===== config.mk =====
export PLATFORM = sky130hd
export DESIGN_NAME = rainbow_color_fader_top
export DESIGN_NICKNAME = d
export VERILOG_FILES = /design/src/hdl/rcf_pkg.sv /design/src/hdl/rcf_prescaler.sv /design/src/hdl/rcf_color.sv /design/src/hdl/rainbow_color_fader_top.sv
export SDC_FILE = /design/constraint.sdc
export NUM_CORES = 1
export LEC_CHECK = 0
export ABC_CLOCK_PERIOD_IN_PS = 8800
export BUFFER_PORTS_ARGS = -buffer_cell sky130_fd_sc_hd__buf_2
export CORE_MARGIN = 1.5
export CORE_UTILIZATION = 33
export CTS_CLUSTER_DIAMETER = 30
export DETAILED_ROUTE_END_ITERATION = 10
export PLACE_DENSITY = 0.55
export RECOVER_POWER = 100
export SLEW_MARGIN = 20
export SYNTH_ARGS = -nofsm -noshare
export SYNTH_HDL_FRONTEND = slang
export SYNTH_HIERARCHICAL = 1
export SYNTH_SLANG_ARGS = --single-unit

===== constraint.sdc =====
create_clock -name clk -period 8.8 [get_ports clk]
set_clock_uncertainty 0.15 [all_clocks]
set_input_delay 0.88 -clock clk [delete_from_list [all_inputs] [get_ports clk]]
set_output_delay 0.88 -clock clk [all_outputs]
set_load 0.03 [all_outputs]

===== src/hdl/rcf_pkg.sv =====
// Shared types and constants for the rainbow color fader.
package rcf_pkg;

  // Channel and register widths
  localparam int LEVEL_W = 8;
  localparam int PHASE_W = 3;
  localparam int TPS_W   = 16;

  typedef logic [LEVEL_W-1:0] level_t;
  typedef logic [PHASE_W-1:0] phase_t;

  typedef struct packed {
    level_t red;
    level_t green;
    level_t blue;
  } color_t;

  // One result: color after the step and the phase that drove it
  typedef struct packed {
    color_t color;
    phase_t phase;
  } result_t;

  // Phase codes
  localparam phase_t PHASE_RED    = 3'd0;
  localparam phase_t PHASE_YELLOW = 3'd1;
  localparam phase_t PHASE_GREEN  = 3'd2;
  localparam phase_t PHASE_BLUE   = 3'd3;
  localparam phase_t PHASE_INDIGO = 3'd4;
  localparam phase_t PHASE_VIOLET = 3'd5;

  // Levels used by the waypoints and step targets
  localparam level_t LVL_MAX = 8'd255;
  localparam level_t LVL_MID = 8'd128;
  localparam level_t LVL_MIN = 8'd0;

  // Waypoint colors
  localparam color_t WP_RED    = '{red: LVL_MAX, green: LVL_MIN, blue: LVL_MIN};
  localparam color_t WP_YELLOW = '{red: LVL_MAX, green: LVL_MAX, blue: LVL_MIN};
  localparam color_t WP_GREEN  = '{red: LVL_MIN, green: LVL_MID, blue: LVL_MIN};
  localparam color_t WP_BLUE   = '{red: LVL_MIN, green: LVL_MAX, blue: LVL_MAX};
  localparam color_t WP_INDIGO = '{red: LVL_MIN, green: LVL_MIN, blue: LVL_MAX};
  localparam color_t WP_VIOLET = '{red: LVL_MID, green: LVL_MIN, blue: LVL_MID};

  // Reset color and period
  localparam color_t COLOR_RESET = WP_RED;
  localparam logic [TPS_W-1:0] TPS_RESET = 16'd1;

  // Saturating moves towards a target
  function automatic level_t up_to(input level_t v, input level_t limit);
    return (v < limit) ? v + 8'd1 : v;
  endfunction

  function automatic level_t down_to(input level_t v, input level_t limit);
    return (v > limit) ? v - 8'd1 : v;
  endfunction

endpackage


===== src/hdl/rcf_prescaler.sv =====
// Tick prescaler: counts advancing ticks and flags a color step at the period.
module rcf_prescaler #(
  parameter int PRESCALE_WIDTH = 16
) (
  input  logic                      clk,
  input  logic                      rst_n,
  input  logic                      tick,
  input  logic [rcf_pkg::TPS_W-1:0] ticks_per_step,
  output logic                      step
);
  import rcf_pkg::*;

  // Compare width covers both the counter span and the period register
  localparam int CW = ((PRESCALE_WIDTH > TPS_W) ? PRESCALE_WIDTH : TPS_W) + 1;

  logic [PRESCALE_WIDTH-1:0] count_r;
  logic [PRESCALE_WIDTH-1:0] count_nxt;
  logic [CW-1:0]             next_ext;
  logic [CW-1:0]             period_raw;
  logic [CW-1:0]             span;
  logic [CW-1:0]             period;
  logic                      wrap;

  // Period: zero counts as one, capped at the counter span
  always_comb begin
    next_ext   = CW'(count_r) + CW'(1);
    period_raw = (ticks_per_step == '0) ? CW'(1) : CW'(ticks_per_step);
    span       = CW'(1) << PRESCALE_WIDTH;
    period     = (period_raw > span) ? span : period_raw;
    wrap       = (next_ext >= period);
    step       = tick && wrap;
    count_nxt  = count_r;
    if (tick) begin
      count_nxt = wrap ? '0 : next_ext[PRESCALE_WIDTH-1:0];
    end
  end

  always_ff @(posedge clk) begin
    if (!rst_n) begin
      count_r <= '0;
    end else begin
      count_r <= count_nxt;
    end
  end

endmodule


===== src/hdl/rcf_color.sv =====
// Color state: waypoint phase detection and one saturating step per phase.
module rcf_color (
  input  logic             clk,
  input  logic             rst_n,
  input  logic             en,
  input  logic             step,
  output rcf_pkg::result_t result
);
  import rcf_pkg::*;

  color_t color_r;
  color_t color_nxt;
  phase_t phase_r;
  phase_t phase_cur;

  // Phase from the held color; off every waypoint the phase is kept
  always_comb begin
    phase_cur = phase_r;
    if (color_r == WP_VIOLET) phase_cur = PHASE_VIOLET;
    if (color_r == WP_RED)    phase_cur = PHASE_RED;
    if (color_r == WP_YELLOW) phase_cur = PHASE_YELLOW;
    if (color_r == WP_GREEN)  phase_cur = PHASE_GREEN;
    if (color_r == WP_BLUE)   phase_cur = PHASE_BLUE;
    if (color_r == WP_INDIGO) phase_cur = PHASE_INDIGO;
  end

  // Step rules per phase
  always_comb begin
    color_nxt = color_r;
    if (step) begin
      unique case (phase_cur)
        PHASE_RED: begin
          color_nxt.green = up_to(color_r.green, LVL_MAX);
        end
        PHASE_YELLOW: begin
          color_nxt.red   = down_to(color_r.red, LVL_MIN);
          color_nxt.green = down_to(color_r.green, LVL_MID);
          color_nxt.blue  = down_to(color_r.blue, LVL_MIN);
        end
        PHASE_GREEN: begin
          color_nxt.green = up_to(color_r.green, LVL_MAX);
          color_nxt.blue  = up_to(color_r.blue, LVL_MAX);
        end
        PHASE_BLUE: begin
          color_nxt.green = down_to(color_r.green, LVL_MIN);
        end
        PHASE_INDIGO: begin
          color_nxt.red  = up_to(color_r.red, LVL_MID);
          color_nxt.blue = down_to(color_r.blue, LVL_MID);
        end
        PHASE_VIOLET: begin
          color_nxt.red  = up_to(color_r.red, LVL_MAX);
          color_nxt.blue = down_to(color_r.blue, LVL_MIN);
        end
        default: begin
          color_nxt = color_r;
        end
      endcase
    end
  end

  assign result.color = color_nxt;
  assign result.phase = phase_cur;

  always_ff @(posedge clk) begin
    if (!rst_n) begin
      color_r <= COLOR_RESET;
      phase_r <= PHASE_RED;
    end else if (en) begin
      color_r <= color_nxt;
      phase_r <= phase_cur;
    end
  end

endmodule


===== src/hdl/rainbow_color_fader_top.sv =====
// Top level of the rainbow color fader: input register, color logic, result register.
// Rainbow color fader. Every input transfer yields exactly one result transfer holding
// the red, green and blue levels after that item and the fade phase it used. A transfer
// with in_advance high counts one tick; every cfg_wr_data ticks (zero counts as one) the
// color moves at most one level per channel along red, yellow, green, blue, indigo, violet.
// Throughput is one item per clock while out_stall is low: the item waits in the input
// register, then the color and prescaler update as the result is registered, so an item
// passes the input register and the result register before out_valid. Both registers
// advance together whenever the result register is empty or being read; in_stall rises
// only while both are full and out_stall holds. Write cfg_wr_data only while no item is
// in flight.
module rainbow_color_fader_top #(
  parameter int PRESCALE_WIDTH = 16
) (
  input  logic                      clk,
  input  logic                      rst_n,
  input  logic                      cfg_wr_en,
  input  logic [rcf_pkg::TPS_W-1:0] cfg_wr_data,
  input  logic                      in_valid,
  output logic                      in_stall,
  input  logic                      in_advance,
  output logic                      out_valid,
  input  logic                      out_stall,
  output rcf_pkg::level_t           out_red_level,
  output rcf_pkg::level_t           out_green_level,
  output rcf_pkg::level_t           out_blue_level,
  output rcf_pkg::phase_t           out_fade_phase
);
  import rcf_pkg::*;

  logic [TPS_W-1:0] tps_r;
  logic             in_valid_r;
  logic             advance_r;
  logic             move;
  logic             in_xfer;
  logic             work;
  logic             step;
  result_t          result;
  result_t          out_r;
  logic             out_valid_r;

  // Pipeline advances when the result register is free or being drained
  assign move     = !out_valid_r || !out_stall;
  assign in_stall = in_valid_r && !move;
  assign in_xfer  = in_valid && !in_stall;
  assign work     = in_valid_r && move;

  // Period register
  always_ff @(posedge clk) begin
    if (!rst_n) begin
      tps_r <= TPS_RESET;
    end else if (cfg_wr_en) begin
      tps_r <= cfg_wr_data;
    end
  end

  // Input register
  always_ff @(posedge clk) begin
    if (!rst_n) begin
      in_valid_r <= 1'b0;
    end else if (move || !in_valid_r) begin
      in_valid_r <= in_xfer;
    end
  end

  always_ff @(posedge clk) begin
    if (in_xfer) begin
      advance_r <= in_advance;
    end
  end

  rcf_prescaler #(
    .PRESCALE_WIDTH(PRESCALE_WIDTH)
  ) u_prescaler (
    .clk           (clk),
    .rst_n         (rst_n),
    .tick          (work && advance_r),
    .ticks_per_step(tps_r),
    .step          (step)
  );

  rcf_color u_color (
    .clk   (clk),
    .rst_n (rst_n),
    .en    (work),
    .step  (step),
    .result(result)
  );

  // Result register
  always_ff @(posedge clk) begin
    if (!rst_n) begin
      out_valid_r <= 1'b0;
    end else if (move) begin
      out_valid_r <= in_valid_r;
    end
  end

  always_ff @(posedge clk) begin
    if (work) begin
      out_r <= result;
    end
  end

  assign out_valid       = out_valid_r;
  assign out_red_level   = out_r.color.red;
  assign out_green_level = out_r.color.green;
  assign out_blue_level  = out_r.color.blue;
  assign out_fade_phase  = out_r.phase;

endmodule


# Yosys cells after proc, flatten, opt, wreduce, memory -nomap -nowiden
# Cells that the tools add are included.
# totals
regBits	89
input_bits	22
output_inout_bits	29
elab_cells	80
# classes
add_sub_neg	7
n_lt_le_gt_ge	11
n_eq_ne	11
mux	22
reduce_logical	16
# ops
cell	n
$eq A24 B24 Y1 const B	3
$mux W8	9
$pmux W8 S3	3
$eq A24 B16 Y1 const B	2
$lt A8 B8 Y1 const B	4
$mux W16	2
$add A8 B1 Y8 const B	3
$eq A24 B8 Y1 const B	1
$gt A8 B1 Y1 const B	3
$mux W24	1
$sub A8 B1 Y8 const B	3
$mux W3	6
$add A16 B1 Y17 const B	1
$ge A17 B17 Y1	1
$gt A17 B17 Y1 const B	1
$mux W17	1
$gt A8 B8 Y1 const B	2
$logic_not A16 Y1	1
$eq A3 B2 Y1 const B	2
$eq A3 B3 Y1 const B	2
$logic_and A1 B1 Y1	5
$logic_not A1 Y1	5
$reduce_or A2 Y1	2
$eq A3 B1 Y1 const B	1
other kinds (2)	3

# Longest topological paths before layout
# logic_depth
depth_word	11
mapped_depth	19
depth_no_buf	17

# Hierarchy
# Netlist, hierarchy kept.
# by_module_without_submodules
mod	n_inst	cells_per_inst	area_per_inst_um2	seq_area_each_um2
rcf_color	1	511	3383.2	540.5
rcf_prescaler	1	198	1561.5	320.3
rainbow_color_fader_top	1	88	1539.0	1201.2

# Worst setup path before layout
# No wires, ideal clock.
# synth_path
path_kind	in2reg
from	input out_stall
to	register out_r, in the netlist out_blue_level[1] (data pin)
setup_time_ns	0.256
t_arrival_ns	5.013
required_ns	8.394
slack_ns	3.381
path_stages	10
path_buffers	3
cell_sequence	a21boi_0 and2_1 inv_1 clkbuf_1 nor2_1 clkbuf_1 and3_1 buf_2 o21ai_0 a22o_1
# synth_rtl
element	line	rtl
start, declared	rainbow_color_fader_top.sv:23	input logic out_stall,
end signal, assigned	rainbow_color_fader_top.sv:101	out_r <= result;
end, declared	rainbow_color_fader_top.sv:39	result_t out_r;

==> results.json <==
{
  "powerDensity_nw_per_um2": 128,
  "diodes": 0,
  "cts_resized": 0,
  "endpoint_kind": "flop",
  "crit_start": "out_stall",
  "final_hold_viol_count": 0,
  "fin_crit_sh_pct": 74.2,
  "maxCapViolations": 2,
  "routedWlPerCell_um": 16.5,
  "drt_wl_total_um": 17800,
  "crit_path_max_fanout": 43,
  "cp.arrival_ns": 6.48,
  "met2_length_um": 8030,
  "grt_pass1_vias": 5456,
  "fin_nets": 857,
  "port_buffers": 50,
  "start_util_pct": 33.5,
  "clk_latency_ns": 0.35,
  "cts_root_buf": "clkbuf_16",
  "tightest_slew_ns": 3.06,
  "antenna_found_initial": 0,
  "areaGrowthSynthToFinish_pct": 9.19,
  "ios": 51,
  "dp_cells": 1064,
  "synth_top_area_cell": "dfxtp_1",
  "fillers": 2028,
  "routed.top_layer": "met4",
  "synthCells": 797,
  "postRouteAntennaNets": 0,
  "cp_top_family": "buffers and inverters",
  "cts.sinks": 89,
  "vias_per_cell": 5.67,
  "ys_warn_count": 6,
  "synth_cell_types": 88,
  "synth_fp_nets": 844,
  "dieArea_um2": 20500,
  "fin_setup_tns_ns": 0,
  "cts_tree": "done",
  "crit_top_cell": "clkbuf_1",
  "met1_length_um": 8650,
  "status": "finished, violations left",
  "yosys_register_bits": 89,
  "cts_max_path_buffers": 2,
  "drt_pass1_iterations": 5,
  "overflow": 0,
  "fp.dieH_um": 143,
  "hpwlAfterDp_um": 12300,
  "hold_buffers": 0,
  "r2r-start": "in_valid_r$_SDFFE_PN0P_",
  "instances_no_fill": 1080,
  "core.rowCount": 51,
  "yosys-top-cells-count": "nand2_1, dfxtp_1, o21ai_0",
  "violations": "max-capacitance violations, max-slew violations",
  "ys_async_sr_fraction_pct": 0,
  "drt-initial-drc-count": 622,
  "dr_total_vias": 6125,
  "setup_viol": 0,
  "relSlewSlack_pct": -104,
  "netlist.area_leader.share_pct": 18.8,
  "cp-start-kind": "input pin",
  "leakagePower_uw": 0.00254,
  "synthTopCellsByArea": "dfxtp_1, edfxtp_1, ha_1",
  "syn-cell-area_um2": 6480,
  "postCtsSetupRepairBufs": 0,
  "core-area_um2": 19300,
  "cp_data_required_time_ns": 8.75,
  "fin_crit_ns": 6.53,
  "track_usage_pct": 17.5,
  "syn_avg_cell_area_um2": 8.14,
  "clkTransAtPathRegs_ns": 0.07,
  "die-width_um": 143,
  "synth_most_common_cell": "nand2_1",
  "cts_buffers": 9,
  "holdWs_ns": 0.348,
  "max_freq_ghz": 0.153,
  "cp_cell_sequence": "clkbuf_1 -> a21boi_4 -> clkbuf_1 -> and2_1 -> clkbuf_1 -> inv_1 -> nor2_1 -> inv_1 -> nor2_1 -> o221ai_1 -> a31oi_1 -> a21oi_1",
  "hold_start": "tps_r[0]$_SDFFE_PN1P_",
  "crit_type": "in2reg",
  "synth_ff_type": "dfxtp_1",
  "slowest_delay_ns": 1.70,
  "htreeDepth": 3,
  "post-place-ws_ns": 3.50,
  "remaining_drc_errors": 0,
  "drv_slew": 121,
  "critPathSlowestCell": "clkbuf_1",
  "power.total_uw": 907,
  "ys_seq_area_share_pct": 31.8,
  "grt_max_degree": 77,
  "setup_slack_ns": 2.27,
  "wl_met3_um": 799,
  "rsz0062_at_grt": "false",
  "drive_above_1_share_pct": 7.12,
  "hold_path.class": "reg2reg",
  "globalplace.congestion": 0.880,
  "crit_buf_inv": 5,
  "grt_pass1_wl_um": 28500,
  "synth_edf_count": 28,
  "ir_drop_uv": 81.9
}
through the flow:
stage	utilization (%)	cell area, µm²
6_report	36.6	7080
3_5_place_dp	35.5	6860
3_3_place_gp	35.5	6860
4_1_cts	37.0	7150
5_1_grt	36.6	7080
2_1_floorplan	-	6480
worst register-to-register path, stage by stage (launching register included):
cell	delay, ns
dfxtp_1	0.34
a21boi_4	0.17
clkbuf_1	1.70
and2_1	0.29
clkbuf_1	0.72
inv_1	0.44
nor2_1	0.69
inv_1	0.14
nor2_1	0.73
o221ai_1	0.25
a31oi_1	0.26
a21oi_1	0.10
power by group:
group          internal, µW  total [µW]  switching (µW)
Sequential              434         442            7.70
Clock                   211         381             170
Combinational          28.2        83.6            55.4
layout make-up:
type,count,area [µm²],share of cell area (%)
multi-input cells,617,4010,56.6
clock inverters,4,33.8,0.477
flip-flops and latches,89,2060,29.1
repair buffers,56,246,3.48
inverters,37,139,1.96
well taps,265,332,4.68
clock buffers,12,258,3.64
path summary, 6_finish.rpt:
kind / to / slack [ns] / depth (start not counted)
setup / recovery: out_green_level[7]$_DFFE_PP_ / 2.27 / 12
setup reg to reg: out_green_level[7]$_DFFE_PP_ / 2.56 / 11
hold / removal: tps_r[0]$_SDFFE_PN1P_ / 0.35 / 2
hold reg to reg: tps_r[0]$_SDFFE_PN1P_ / 0.35 / 2
registers in the layout, summed over array words and instances, names as in the netlist:
| register | count |
|---|---|
| out_green_level | 8 |
| u_prescaler/count_r | 16 |
| out_red_level | 8 |
| tps_r | 16 |
| in_valid_r | 1 |
| out_fade_phase | 3 |
| u_color/color_r | 24 |
| advance_r | 1 |
| u_color/phase_r | 3 |
| out_blue_level | 8 |
| out_valid | 1 |
cell usage in the layout (no fill, tap or decap), types with 20 or more instances in the layout:
| cell type | n |
|---|---|
| dfxtp_1 | 61 |
| inv_1 | 36 |
| nor2b_1 | 25 |
| nor2_1 | 47 |
| edfxtp_1 | 28 |
| clkbuf_1 | 35 |
| ha_1 | 25 |
| buf_2 | 20 |
| nand2_1 | 72 |
| nand3_1 | 38 |
| nor3_1 | 30 |
| o21ai_0 | 54 |
| a21oi_1 | 32 |
cells by family (layout without fill, tap and decap cells):
group	after synthesis	in the layout	synth area share [%]
simple gates	324	324	27.0
compound gates	231	231	24.9
buf+inv	91	109	6.19
flops	89	89	31.8
fa+ha+maj	25	25	4.82
xor+xnor	20	20	2.70
mux	17	17	2.62
per-layer routing:
metal	up-vias	global-route usage [%]
met4	0	6.24
li1	3025	-
met3	24	3.39
met5	-	0
met1	2913	24.3
met2	163	26.8
(Power assumes the default switching activity.)
